===== config.mk =====
export PLATFORM = sky130hd
export DESIGN_NAME = buddy_page_allocator
export DESIGN_NICKNAME = d
export VERILOG_FILES = /design/src/hdl/bpa_pkg.sv /design/src/hdl/bpa_bitmap.sv /design/src/hdl/buddy_page_allocator.sv
export SDC_FILE = /design/constraint.sdc
export NUM_CORES = 2
export LEC_CHECK = 0
export ABC_CLOCK_PERIOD_IN_PS = 6700
export BUFFER_PORTS_ARGS = -buffer_cell sky130_fd_sc_hd__buf_2
export CORE_ASPECT_RATIO = 1.1
export CORE_MARGIN = 1.5
export CORE_UTILIZATION = 31
export CTS_CLUSTER_DIAMETER = 40
export DETAILED_ROUTE_END_ITERATION = 8
export SETUP_SLACK_MARGIN = 0.05
export SLEW_MARGIN = 15
export SYNTH_ARGS = -nofsm -noshare
export SYNTH_HDL_FRONTEND = slang
export SYNTH_SLANG_ARGS = --single-unit
export TNS_END_PERCENT = 10

===== constraint.sdc =====
create_clock -name aclk -period 6.7 [get_ports aclk]
set_input_delay 0.67 -clock aclk [delete_from_list [all_inputs] [get_ports aclk]]
set_output_delay 0.67 -clock aclk [all_outputs]
set_load 0.01 [all_outputs]

===== src/hdl/bpa_pkg.sv =====
package bpa_pkg;

    localparam int LEVELS    = 10;
    localparam int TOP_ORDER = LEVELS - 1;
    localparam int NPAGES    = 1 << LEVELS;
    localparam int IDX_W     = LEVELS;
    localparam int POS_W     = LEVELS + 1;
    localparam int ORD_W     = 4;
    localparam int N_W       = LEVELS - 1;
    localparam int WORD_W    = 32;
    localparam int BIT_W     = 5;
    localparam int NWORDS    = NPAGES / WORD_W;
    localparam int WSEL_W    = LEVELS - BIT_W;

    localparam logic [1:0] ST_OK       = 2'd0;
    localparam logic [1:0] ST_NOSPACE  = 2'd1;
    localparam logic [1:0] ST_MISALIGN = 2'd2;

    localparam logic CMD_ALLOC = 1'b0;
    localparam logic CMD_FREE  = 1'b1;

    localparam logic SEL_USED = 1'b0;
    localparam logic SEL_PAIR = 1'b1;

    // One request to the bitmap unit: find the first set bit, or flip all
    // bits, over the bit range [lo, hi) of one of the two maps.
    typedef struct packed {
        logic             start;
        logic             sel;
        logic             flip;
        logic [POS_W-1:0] lo;
        logic [POS_W-1:0] hi;
    } scan_req_t;

    typedef struct packed {
        logic             ready;
        logic             done;
        logic             found;
        logic [IDX_W-1:0] pos;
    } scan_rsp_t;

    // First pair bit of an order inside the pair map.
    function automatic logic [POS_W-1:0] pair_base(input logic [ORD_W-1:0] ord);
        pair_base = POS_W'(NPAGES) - (POS_W'(NPAGES) >> ord);
    endfunction

    function automatic logic [POS_W-1:0] pair_pos(input logic [ORD_W-1:0] ord,
                                                  input logic [N_W-1:0] n);
        pair_pos = {1'b0, IDX_W'(pair_base(ord) + POS_W'(n))};
    endfunction

    function automatic logic [POS_W-1:0] span(input logic [ORD_W-1:0] ord);
        span = POS_W'(1) << ord;
    endfunction

endpackage


===== src/hdl/bpa_bitmap.sv =====
module bpa_bitmap (
    input  logic                aclk,
    input  logic                aresetn,
    input  bpa_pkg::scan_req_t  req,
    output bpa_pkg::scan_rsp_t  rsp
);
    import bpa_pkg::*;

    typedef enum logic [1:0] {S_CLEAR, S_IDLE, S_READ, S_EXEC} state_t;

    state_t             state_reg;
    logic [WSEL_W-1:0]  word_reg;
    logic               sel_reg;
    logic               flip_reg;
    logic [POS_W-1:0]   lo_reg;
    logic [POS_W-1:0]   hi_reg;
    logic               done_reg;
    logic               found_reg;
    logic [IDX_W-1:0]   pos_reg;

    logic [WORD_W-1:0]  used_mem [NWORDS];
    logic [WORD_W-1:0]  pair_mem [NWORDS];
    logic [WORD_W-1:0]  used_rd_reg;
    logic [WORD_W-1:0]  pair_rd_reg;

    logic [WORD_W-1:0]  rd_word;
    logic [WORD_W-1:0]  mask;
    logic [WORD_W-1:0]  hit;
    logic [BIT_W-1:0]   first;
    logic               last_word;
    logic               used_we;
    logic               pair_we;
    logic [WORD_W-1:0]  wr_data;
    logic [POS_W-1:0]   bit_pos;

    assign rd_word = (sel_reg == SEL_PAIR) ? pair_rd_reg : used_rd_reg;

    always_comb begin
        mask = '0;
        for (int i = 0; i < WORD_W; i++) begin
            bit_pos = {1'b0, word_reg, BIT_W'(i)};
            mask[i] = (bit_pos >= lo_reg) && (bit_pos < hi_reg);
        end
    end

    assign hit = rd_word & mask;

    always_comb begin
        first = '0;
        for (int i = WORD_W - 1; i >= 0; i--) begin
            if (hit[i]) begin
                first = BIT_W'(i);
            end
        end
    end

    assign last_word = ({1'b0, word_reg, {BIT_W{1'b1}}} + POS_W'(1)) >= hi_reg;

    always_comb begin
        used_we = 1'b0;
        pair_we = 1'b0;
        wr_data = rd_word ^ mask;
        if (state_reg == S_CLEAR) begin
            used_we = 1'b1;
            pair_we = 1'b1;
            wr_data = '0;
        end else if (state_reg == S_EXEC && flip_reg) begin
            used_we = (sel_reg == SEL_USED);
            pair_we = (sel_reg == SEL_PAIR);
        end
    end

    // Both maps are word memories; the word under work is read every cycle.
    always_ff @(posedge aclk) begin
        if (used_we) begin
            used_mem[word_reg] <= wr_data;
        end
        if (pair_we) begin
            pair_mem[word_reg] <= wr_data;
        end
        used_rd_reg <= used_mem[word_reg];
        pair_rd_reg <= pair_mem[word_reg];
    end

    always_ff @(posedge aclk) begin
        if (!aresetn) begin
            state_reg <= S_CLEAR;
            word_reg  <= '0;
            done_reg  <= 1'b0;
            found_reg <= 1'b0;
        end else begin
            case (state_reg)
                S_CLEAR: begin
                    done_reg <= 1'b0;
                    word_reg <= word_reg + WSEL_W'(1);
                    if (word_reg == WSEL_W'(NWORDS - 1)) begin
                        state_reg <= S_IDLE;
                    end
                end
                S_IDLE: begin
                    done_reg <= 1'b0;
                    if (req.start) begin
                        sel_reg   <= req.sel;
                        flip_reg  <= req.flip;
                        lo_reg    <= req.lo;
                        hi_reg    <= req.hi;
                        word_reg  <= req.lo[IDX_W-1:BIT_W];
                        found_reg <= 1'b0;
                        state_reg <= S_READ;
                    end
                end
                S_READ: begin
                    done_reg  <= 1'b0;
                    state_reg <= S_EXEC;
                end
                S_EXEC: begin
                    if (!flip_reg && hit != '0) begin
                        done_reg  <= 1'b1;
                        found_reg <= 1'b1;
                        pos_reg   <= {word_reg, first};
                        state_reg <= S_IDLE;
                    end else if (last_word) begin
                        done_reg  <= 1'b1;
                        found_reg <= 1'b0;
                        state_reg <= S_IDLE;
                    end else begin
                        done_reg  <= 1'b0;
                        word_reg  <= word_reg + WSEL_W'(1);
                        state_reg <= S_READ;
                    end
                end
                default: begin
                    done_reg  <= 1'b0;
                    state_reg <= S_IDLE;
                end
            endcase
        end
    end

    assign rsp.ready = (state_reg == S_IDLE);
    assign rsp.done  = done_reg;
    assign rsp.found = found_reg;
    assign rsp.pos   = pos_reg;

    a_done_pulse: assert property (@(posedge aclk) disable iff (!aresetn)
        done_reg |=> !done_reg)
        else $error("bitmap done held longer than one cycle");

    a_found_in_range: assert property (@(posedge aclk) disable iff (!aresetn)
        done_reg && found_reg |-> ({1'b0, pos_reg} >= lo_reg) && ({1'b0, pos_reg} < hi_reg))
        else $error("found bit lies outside the requested range");

    a_no_done_in_clear: assert property (@(posedge aclk) disable iff (!aresetn)
        state_reg == S_CLEAR |-> !done_reg)
        else $error("bitmap reported completion during the clearing pass");

endmodule


===== src/hdl/buddy_page_allocator.sv =====
// Every bitmap access goes through the one shared word unit, which walks its range by 32-bit
// words, so time grows with the words scanned: the free-pair search and the page range flip.
// Throughput: one transaction at a time; s_ready is low while a request is in work.
// Reset: synchronous, active low; a pass over all 32 words then clears both bitmaps, and
// s_ready stays low until it ends.
module buddy_page_allocator (
    input  logic                        aclk,
    input  logic                        aresetn,
    input  logic                        s_valid,
    output logic                        s_ready,
    input  logic                        s_command,
    input  logic [bpa_pkg::ORD_W-1:0]   s_order,
    input  logic [bpa_pkg::IDX_W-1:0]   s_block_index,
    output logic                        m_valid,
    input  logic                        m_ready,
    output logic [1:0]                  m_status,
    output logic [bpa_pkg::IDX_W-1:0]   m_page_index
);
    import bpa_pkg::*;

    // The sequencer walks the buddy tree. Every bitmap access is a call to the
    // shared word unit: the calling state launches it, then waits for done and
    // consumes the answer, using pend_reg to tell the two phases apart.
    typedef enum logic [3:0] {
        S_IDLE, A_SRCH, A_TOP0, A_TOP1, A_SIDE, A_PFLIP, A_SPLIT, A_SIDE2,
        A_RFLIP, F_FLIP, F_COAL, F_CFLIP, F_LAST, S_DONE
    } state_t;

    state_t             state_reg;
    logic               pend_reg;
    scan_req_t          req_reg;
    scan_rsp_t          rsp;
    logic [ORD_W-1:0]   ord_reg;
    logic [ORD_W-1:0]   want_reg;
    logic [N_W-1:0]     n_reg;
    logic               side_reg;
    logic [IDX_W-1:0]   block_reg;
    logic [1:0]         res_status_reg;
    logic [IDX_W-1:0]   res_page_reg;
    logic               m_valid_reg;
    logic [1:0]         m_status_reg;
    logic [IDX_W-1:0]   m_page_reg;

    // Fields of the call that the current state makes.
    logic               call_en;
    logic               call_sel;
    logic               call_flip;
    logic [POS_W-1:0]   call_lo;
    logic [POS_W-1:0]   call_hi;
    logic [IDX_W-1:0]   alloc_page;
    logic [POS_W-1:0]   left_base;
    logic               at_top;

    assign at_top     = (ord_reg == ORD_W'(TOP_ORDER));
    assign alloc_page = IDX_W'({n_reg, side_reg} << ord_reg);
    assign left_base  = {1'b0, IDX_W'({n_reg, 1'b0} << ord_reg)};

    always_comb begin
        call_en   = 1'b0;
        call_sel  = SEL_USED;
        call_flip = 1'b0;
        call_lo   = '0;
        call_hi   = '0;
        case (state_reg)
            A_SRCH: begin
                // Below the top order, look for any set pair bit of this order.
                call_en  = !at_top;
                call_sel = SEL_PAIR;
                call_lo  = pair_base(ord_reg);
                call_hi  = POS_W'(NPAGES) - (POS_W'(NPAGES / 2) >> ord_reg);
            end
            A_TOP0: begin
                call_en = 1'b1;
                call_lo = '0;
                call_hi = POS_W'(NPAGES / 2);
            end
            A_TOP1: begin
                call_en = 1'b1;
                call_lo = POS_W'(NPAGES / 2);
                call_hi = POS_W'(NPAGES);
            end
            A_SIDE, A_SIDE2: begin
                // The left buddy is free when no used bit is found in it.
                call_en = 1'b1;
                call_lo = left_base;
                call_hi = left_base + span(ord_reg);
            end
            A_PFLIP, A_SPLIT, F_CFLIP, F_LAST: begin
                call_en   = 1'b1;
                call_sel  = SEL_PAIR;
                call_flip = 1'b1;
                call_lo   = pair_pos(ord_reg, n_reg);
                call_hi   = pair_pos(ord_reg, n_reg) + POS_W'(1);
            end
            A_RFLIP: begin
                call_en   = 1'b1;
                call_flip = 1'b1;
                call_lo   = {1'b0, alloc_page};
                call_hi   = {1'b0, alloc_page} + span(ord_reg);
            end
            F_FLIP: begin
                call_en   = 1'b1;
                call_flip = 1'b1;
                call_lo   = {1'b0, block_reg};
                call_hi   = {1'b0, block_reg} + span(ord_reg);
            end
            F_COAL: begin
                call_en  = !at_top;
                call_sel = SEL_PAIR;
                call_lo  = pair_pos(ord_reg, n_reg);
                call_hi  = pair_pos(ord_reg, n_reg) + POS_W'(1);
            end
            default: call_en = 1'b0;
        endcase
    end

    always_ff @(posedge aclk) begin
        if (!aresetn) begin
            state_reg     <= S_IDLE;
            pend_reg      <= 1'b0;
            req_reg.start <= 1'b0;
            m_valid_reg   <= 1'b0;
        end else begin
            req_reg.start <= call_en && !pend_reg;
            if (call_en && !pend_reg) begin
                req_reg.sel   <= call_sel;
                req_reg.flip  <= call_flip;
                req_reg.lo    <= call_lo;
                req_reg.hi    <= call_hi;
                pend_reg      <= 1'b1;
            end else if (pend_reg && rsp.done) begin
                pend_reg <= 1'b0;
            end
            // The finishing state reloads the output register itself.
            if (m_valid_reg && m_ready && state_reg != S_DONE) begin
                m_valid_reg <= 1'b0;
            end
            case (state_reg)
                S_IDLE: begin
                    if (s_valid && s_ready) begin
                        ord_reg      <= s_order;
                        want_reg     <= s_order;
                        block_reg    <= s_block_index;
                        n_reg        <= N_W'(s_block_index >> (s_order + ORD_W'(1)));
                        res_page_reg <= '0;
                        if (s_command == CMD_ALLOC) begin
                            if (s_order >= ORD_W'(LEVELS)) begin
                                res_status_reg <= ST_NOSPACE;
                                state_reg      <= S_DONE;
                            end else begin
                                state_reg <= A_SRCH;
                            end
                        end else begin
                            if (s_order >= ORD_W'(LEVELS) ||
                                (s_block_index & ~(IDX_W'({IDX_W{1'b1}}) << s_order)) != '0)
                            begin
                                res_status_reg <= ST_MISALIGN;
                                state_reg      <= S_DONE;
                            end else begin
                                state_reg <= F_FLIP;
                            end
                        end
                    end
                end
                A_SRCH: begin
                    if (at_top) begin
                        state_reg <= A_TOP0;
                    end else if (pend_reg && rsp.done) begin
                        if (rsp.found) begin
                            n_reg     <= N_W'({1'b0, rsp.pos} - pair_base(ord_reg));
                            state_reg <= A_SIDE;
                        end else begin
                            ord_reg <= ord_reg + ORD_W'(1);
                        end
                    end
                end
                A_TOP0: begin
                    if (pend_reg && rsp.done) begin
                        n_reg     <= '0;
                        state_reg <= rsp.found ? A_TOP1 : A_SIDE;
                    end
                end
                A_TOP1: begin
                    if (pend_reg && rsp.done) begin
                        if (rsp.found) begin
                            res_status_reg <= ST_NOSPACE;
                            state_reg      <= S_DONE;
                        end else begin
                            state_reg <= A_SIDE;
                        end
                    end
                end
                A_SIDE: begin
                    if (pend_reg && rsp.done) begin
                        side_reg  <= rsp.found;
                        state_reg <= A_PFLIP;
                    end
                end
                A_PFLIP: begin
                    if (pend_reg && rsp.done) begin
                        if (ord_reg != want_reg) begin
                            ord_reg   <= ord_reg - ORD_W'(1);
                            n_reg     <= N_W'({n_reg, side_reg});
                            state_reg <= A_SPLIT;
                        end else begin
                            state_reg <= A_RFLIP;
                        end
                    end
                end
                A_SPLIT: begin
                    // Each split leaves the right child free and goes down the left one.
                    if (pend_reg && rsp.done) begin
                        if (want_reg < ord_reg) begin
                            n_reg   <= N_W'({n_reg, 1'b0});
                            ord_reg <= ord_reg - ORD_W'(1);
                        end else begin
                            state_reg <= A_SIDE2;
                        end
                    end
                end
                A_SIDE2: begin
                    if (pend_reg && rsp.done) begin
                        side_reg  <= rsp.found;
                        state_reg <= A_RFLIP;
                    end
                end
                A_RFLIP: begin
                    if (pend_reg && rsp.done) begin
                        res_status_reg <= ST_OK;
                        res_page_reg   <= alloc_page;
                        state_reg      <= S_DONE;
                    end
                end
                F_FLIP: begin
                    if (pend_reg && rsp.done) begin
                        state_reg <= F_COAL;
                    end
                end
                F_COAL: begin
                    // A set pair bit means the buddy is free as well: merge and climb.
                    if (at_top) begin
                        state_reg <= F_LAST;
                    end else if (pend_reg && rsp.done) begin
                        state_reg <= rsp.found ? F_CFLIP : F_LAST;
                    end
                end
                F_CFLIP: begin
                    if (pend_reg && rsp.done) begin
                        ord_reg   <= ord_reg + ORD_W'(1);
                        n_reg     <= n_reg >> 1;
                        state_reg <= F_COAL;
                    end
                end
                F_LAST: begin
                    if (pend_reg && rsp.done) begin
                        res_status_reg <= ST_OK;
                        state_reg      <= S_DONE;
                    end
                end
                S_DONE: begin
                    // The output register holds one finished transaction.
                    if (!m_valid_reg || m_ready) begin
                        m_valid_reg  <= 1'b1;
                        m_status_reg <= res_status_reg;
                        m_page_reg   <= res_page_reg;
                        state_reg    <= S_IDLE;
                    end
                end
                default: state_reg <= S_IDLE;
            endcase
        end
    end

    bpa_bitmap u_bitmap (
        .aclk    (aclk),
        .aresetn (aresetn),
        .req     (req_reg),
        .rsp     (rsp)
    );

    assign s_ready      = (state_reg == S_IDLE) && rsp.ready;
    assign m_valid      = m_valid_reg;
    assign m_status     = m_status_reg;
    assign m_page_index = m_page_reg;

    a_done_only_pending: assert property (@(posedge aclk) disable iff (!aresetn)
        rsp.done |-> pend_reg)
        else $error("bitmap completion without an outstanding call");

    a_busy_after_accept: assert property (@(posedge aclk) disable iff (!aresetn)
        s_valid && s_ready |=> !s_ready)
        else $error("ready stayed high after a transaction was accepted");

    a_page_only_on_ok: assert property (@(posedge aclk) disable iff (!aresetn)
        m_valid && m_page_index != '0 |-> m_status == ST_OK)
        else $error("nonzero page index returned with an error status");

endmodule

==> out/qor.yml <==
status: "complete, no violations"
netlist_instances: 4437
fmax_ghz: 0.179
ant_nets: 0
min_period_over_period_pct: 83.6
reg2reg_from: "u_bitmap.word_reg[0]$_SDFFE_PN0P_"
clock_path_buffers: 4
antenna_found_initial: 2
slowest_stage: "o41ai_2"
path_cells: "inv_1 > ha_1 > nor4_1 > nor2b_1 > and2_1 > or2_2 > a221oi_1 > ha_1 > nor4_2 > nand4_1 > o41ai_2 > o2111a_2 > nand2_1 > xnor2_1 > a211oi_1"
worstPathMaxFanout: 26
maxSlewHeadroom_pct: 14.0
grt-ovfl-total: 0
syn_area_sq_um: 88400
dieArea_sq_um: 289000
via_per_inst: 5.29
ys_types: 73
drc: 0
required_ns: 7.45
htree_levels: 4
n_fill_cell: 26000
wl_um: 239000
holdPathStages: 1
grt_max_degree: 147
period_needed_ns: 5.60
root_buffer: "clkbuf_16"
maxCapViolations: 0
dp_cells: 8107
initial_core_util_pct: 31.2
drive_above_1_share_pct: 25.8
avgSynthCellArea_sq_um: 19.9
grt_pass1_wl_um: 340000
hp-start: "s_block_index[6]"
io_buffers: 32
ys_warn_count: 0
setup_viol: 0
grt_pass1_vias: 45800
core_sq_um: 284000
cts_buffers: 242
syn-num-nets: 4556
top_regs: "u_bitmap.pair_mem (1024), u_bitmap.used_mem (1024)"
path_buf_inv: 1
gp_congestion: 0.872
ctsResizeCount: 0
vias: 45300
postCtsSetupRepairBufs: 0
fin_nets: 4748
setup_tns_ns: 0
multi_input_area_sq_um: 21700
cts.sinks: 2237
p_per_area_nw_per_um2: 314
peakVddDrop_mv: 0.208
max_stage_delay_ns: 0.73
crit_family: "simple AND/OR/NAND/NOR gates"
critPathLaunchType: "register"
holdWs_ns: 0.0599
worst_pin_slew_ns: 1.29
tritoncts: "yes"
hold_class: "primary input to register"
regArea_sq_um: 66400
finalHoldViolations: 0
synth_seq_area_share_pct: 75.0
rsz0062_at_grt: "no"
yosys_most_used_dff: "edfxtp_1"
reg2reg_depth: 15
endpoint_kind: "register"
dp_hpwl_um: 131000
grt_usage_pct: 16.3
cp.arrival_ns: 6.35
area_growth_pct: 15.7
cts-hold-fix-buffers: 3
cpMostUsedCell: "ha_1"
path_clk_slew_ns: 0.06
drt_first_pass_iters: 6
regToRegSetupSlack_ns: 1.10
drt_iter0_drc: 4498
synth_edf_count: 2157
clock_skew_ns: 0.0713
final_max_slew_viol_count: 0
die_w_um: 512
p_leak_nw: 31.2
final_cells: 8563
async_flop_share_pct: 0
wire_per_inst_um: 27.9
clkLatencyLatePin_ns: 0.90
rows: 205
critical_path_class: "register to register"
die_h_um: 563
worstReg2RegEnd: "u_bitmap.word_reg[0]$_SDFFE_PN0P_"
min_delay_worst_endpoint: "block_reg[6]$_DFFE_PP_"
ys_ff_latch: 2237
io_pins: 33
-- worst max path at each step --
stage	start	end	slack [ns]	cells after the start
3_3_place_gp	u_bitmap.word_reg[0]$_SDFFE_PN0P_	u_bitmap.word_reg[0]$_SDFFE_PN0P_	1.20	16
3_5_place_dp	u_bitmap.word_reg[0]$_SDFFE_PN0P_	u_bitmap.word_reg[0]$_SDFFE_PN0P_	1.23	15
6_report	u_bitmap.word_reg[0]$_SDFFE_PN0P_	u_bitmap.word_reg[0]$_SDFFE_PN0P_	1.10	15
2_1_floorplan	u_bitmap.word_reg[0]$_SDFFE_PN0P_	u_bitmap.pair_mem[0][11]$_DFFE_PP_	1.21	16
5_1_grt	u_bitmap.word_reg[0]$_SDFFE_PN0P_	u_bitmap.word_reg[0]$_SDFFE_PN0P_	0.71	16
4_1_cts	u_bitmap.word_reg[0]$_SDFFE_PN0P_	u_bitmap.word_reg[0]$_SDFFE_PN0P_	1.22	15
-- synth_stat cells (8+ instances only) --
master       n  share of area [%]
a211oi_1    26               0.22
a21o_1      17               0.14
a21oi_1     98               0.55
a221oi_1    13               0.13
a22oi_1    265                2.2
a31oi_1      8              0.057
and2_1      11              0.078
buf_1       43               0.18
buf_2       34               0.19
clkbuf_1   155               0.66
dfxtp_1     80                1.8
edfxtp_1  2157                 73
ha_1        96                1.4
inv_1       67               0.28
mux2_2      40               0.51
mux2i_1     29               0.33
mux4_2     515                 13
nand2_1    115               0.49
nand2b_1    25               0.18
nand3_1     45               0.25
nand4_1     71               0.50
nor2_1     197               0.84
nor2b_1     44               0.31
nor3_1      30               0.17
nor3b_1      8              0.068
nor4_1      11              0.078
o21a_1       8              0.068
o21ai_0     61               0.35
o221ai_1     8              0.079
o22ai_1     13              0.092
o31ai_1     11              0.093
or2_2       11              0.078
or3_1        9              0.064
xnor2_1     24               0.24
xor2_1       8              0.079
-- stage by stage --
step / power (mW) / area (sq um) / utilization (%) / setup WS, ns
2_1_floorplan: 18.1 / 88400 / - / 1.21
3_3_place_gp: 19.2 / 94300 / 33.2 / 1.20
3_5_place_dp: 19.2 / 94300 / 33.2 / 1.23
4_1_cts: 32.4 / 102000 / 36.1 / 1.22
5_1_grt: 33.1 / 102000 / 36.1 / 0.714
6_report: 32.2 / 102000 / 36.1 / 1.10
-- layout make-up --
type                            count  area share, %
Sequential cell                  2237           64.9
Multi-Input combinational cell   1896           21.2
Clock buffer                      285           6.20
Tap cell                         3726           4.56
Clock inverter                    162           1.61
Timing Repair Buffer              180           1.31
Inverter                           72          0.264
Antenna cell                        5         0.0122
-- routing by layer --
| metal | GRT usage, % | routed length [um] | up-vias | part of all wire, % |
|---|---|---|---|---|
| met4 | 5.45 | 8030 | 0 | 3.4 |
| met1 | 20.9 | 95800 | 24400 | 40 |
| met3 | 2.18 | 13300 | 381 | 5.6 |
| li1 | - | - | 18900 | - |
| met2 | 28.4 | 122000 | 1572 | 51 |
| met5 | 0 | 0 | - | 0 |
-- cells in the final DEF, fill, tap and decap left out, drive strengths merged, types with 9 or more instances in the layout --
master    instances
edfxtp         2157
mux4            515
clkbuf          285
a22oi           265
nor2            197
buf             177
inv             119
nand2           115
a21oi            99
ha               96
clkinv           82
dfxtp            80
nand4            71
o21ai            63
nand3            45
nor2b            44
mux2             40
nor3             30
mux2i            29
a211oi           27
nand2b           25
xnor2            24
a21o             18
bufinv           17
clkinvlp         16
nor4             14
o22ai            13
a221oi           13
and2             11
or2              11
o31ai            11
or3               9
-- power breakdown --
group | switching, mW | total (mW) | internal, mW
registers | 0.294 | 15.8 | 15.5
clock network | 5.72 | 13.3 | 7.55
logic | 1.85 | 3.08 | 1.23
-- kinds of logic (layout without fill, tap and decap cells) --
kind of cell	after synthesis	in the layout	share of synthesized area, %
compound gates	585	585	4.62
mux	584	584	14.0
other cells	0	5	0
flops	2237	2237	75.0
buf+inv	304	699	1.34
xor+xnor	32	32	0.317
simple gates	595	595	3.28
fa+ha+maj	100	100	1.45
Power figures use the tool's default switching activity.
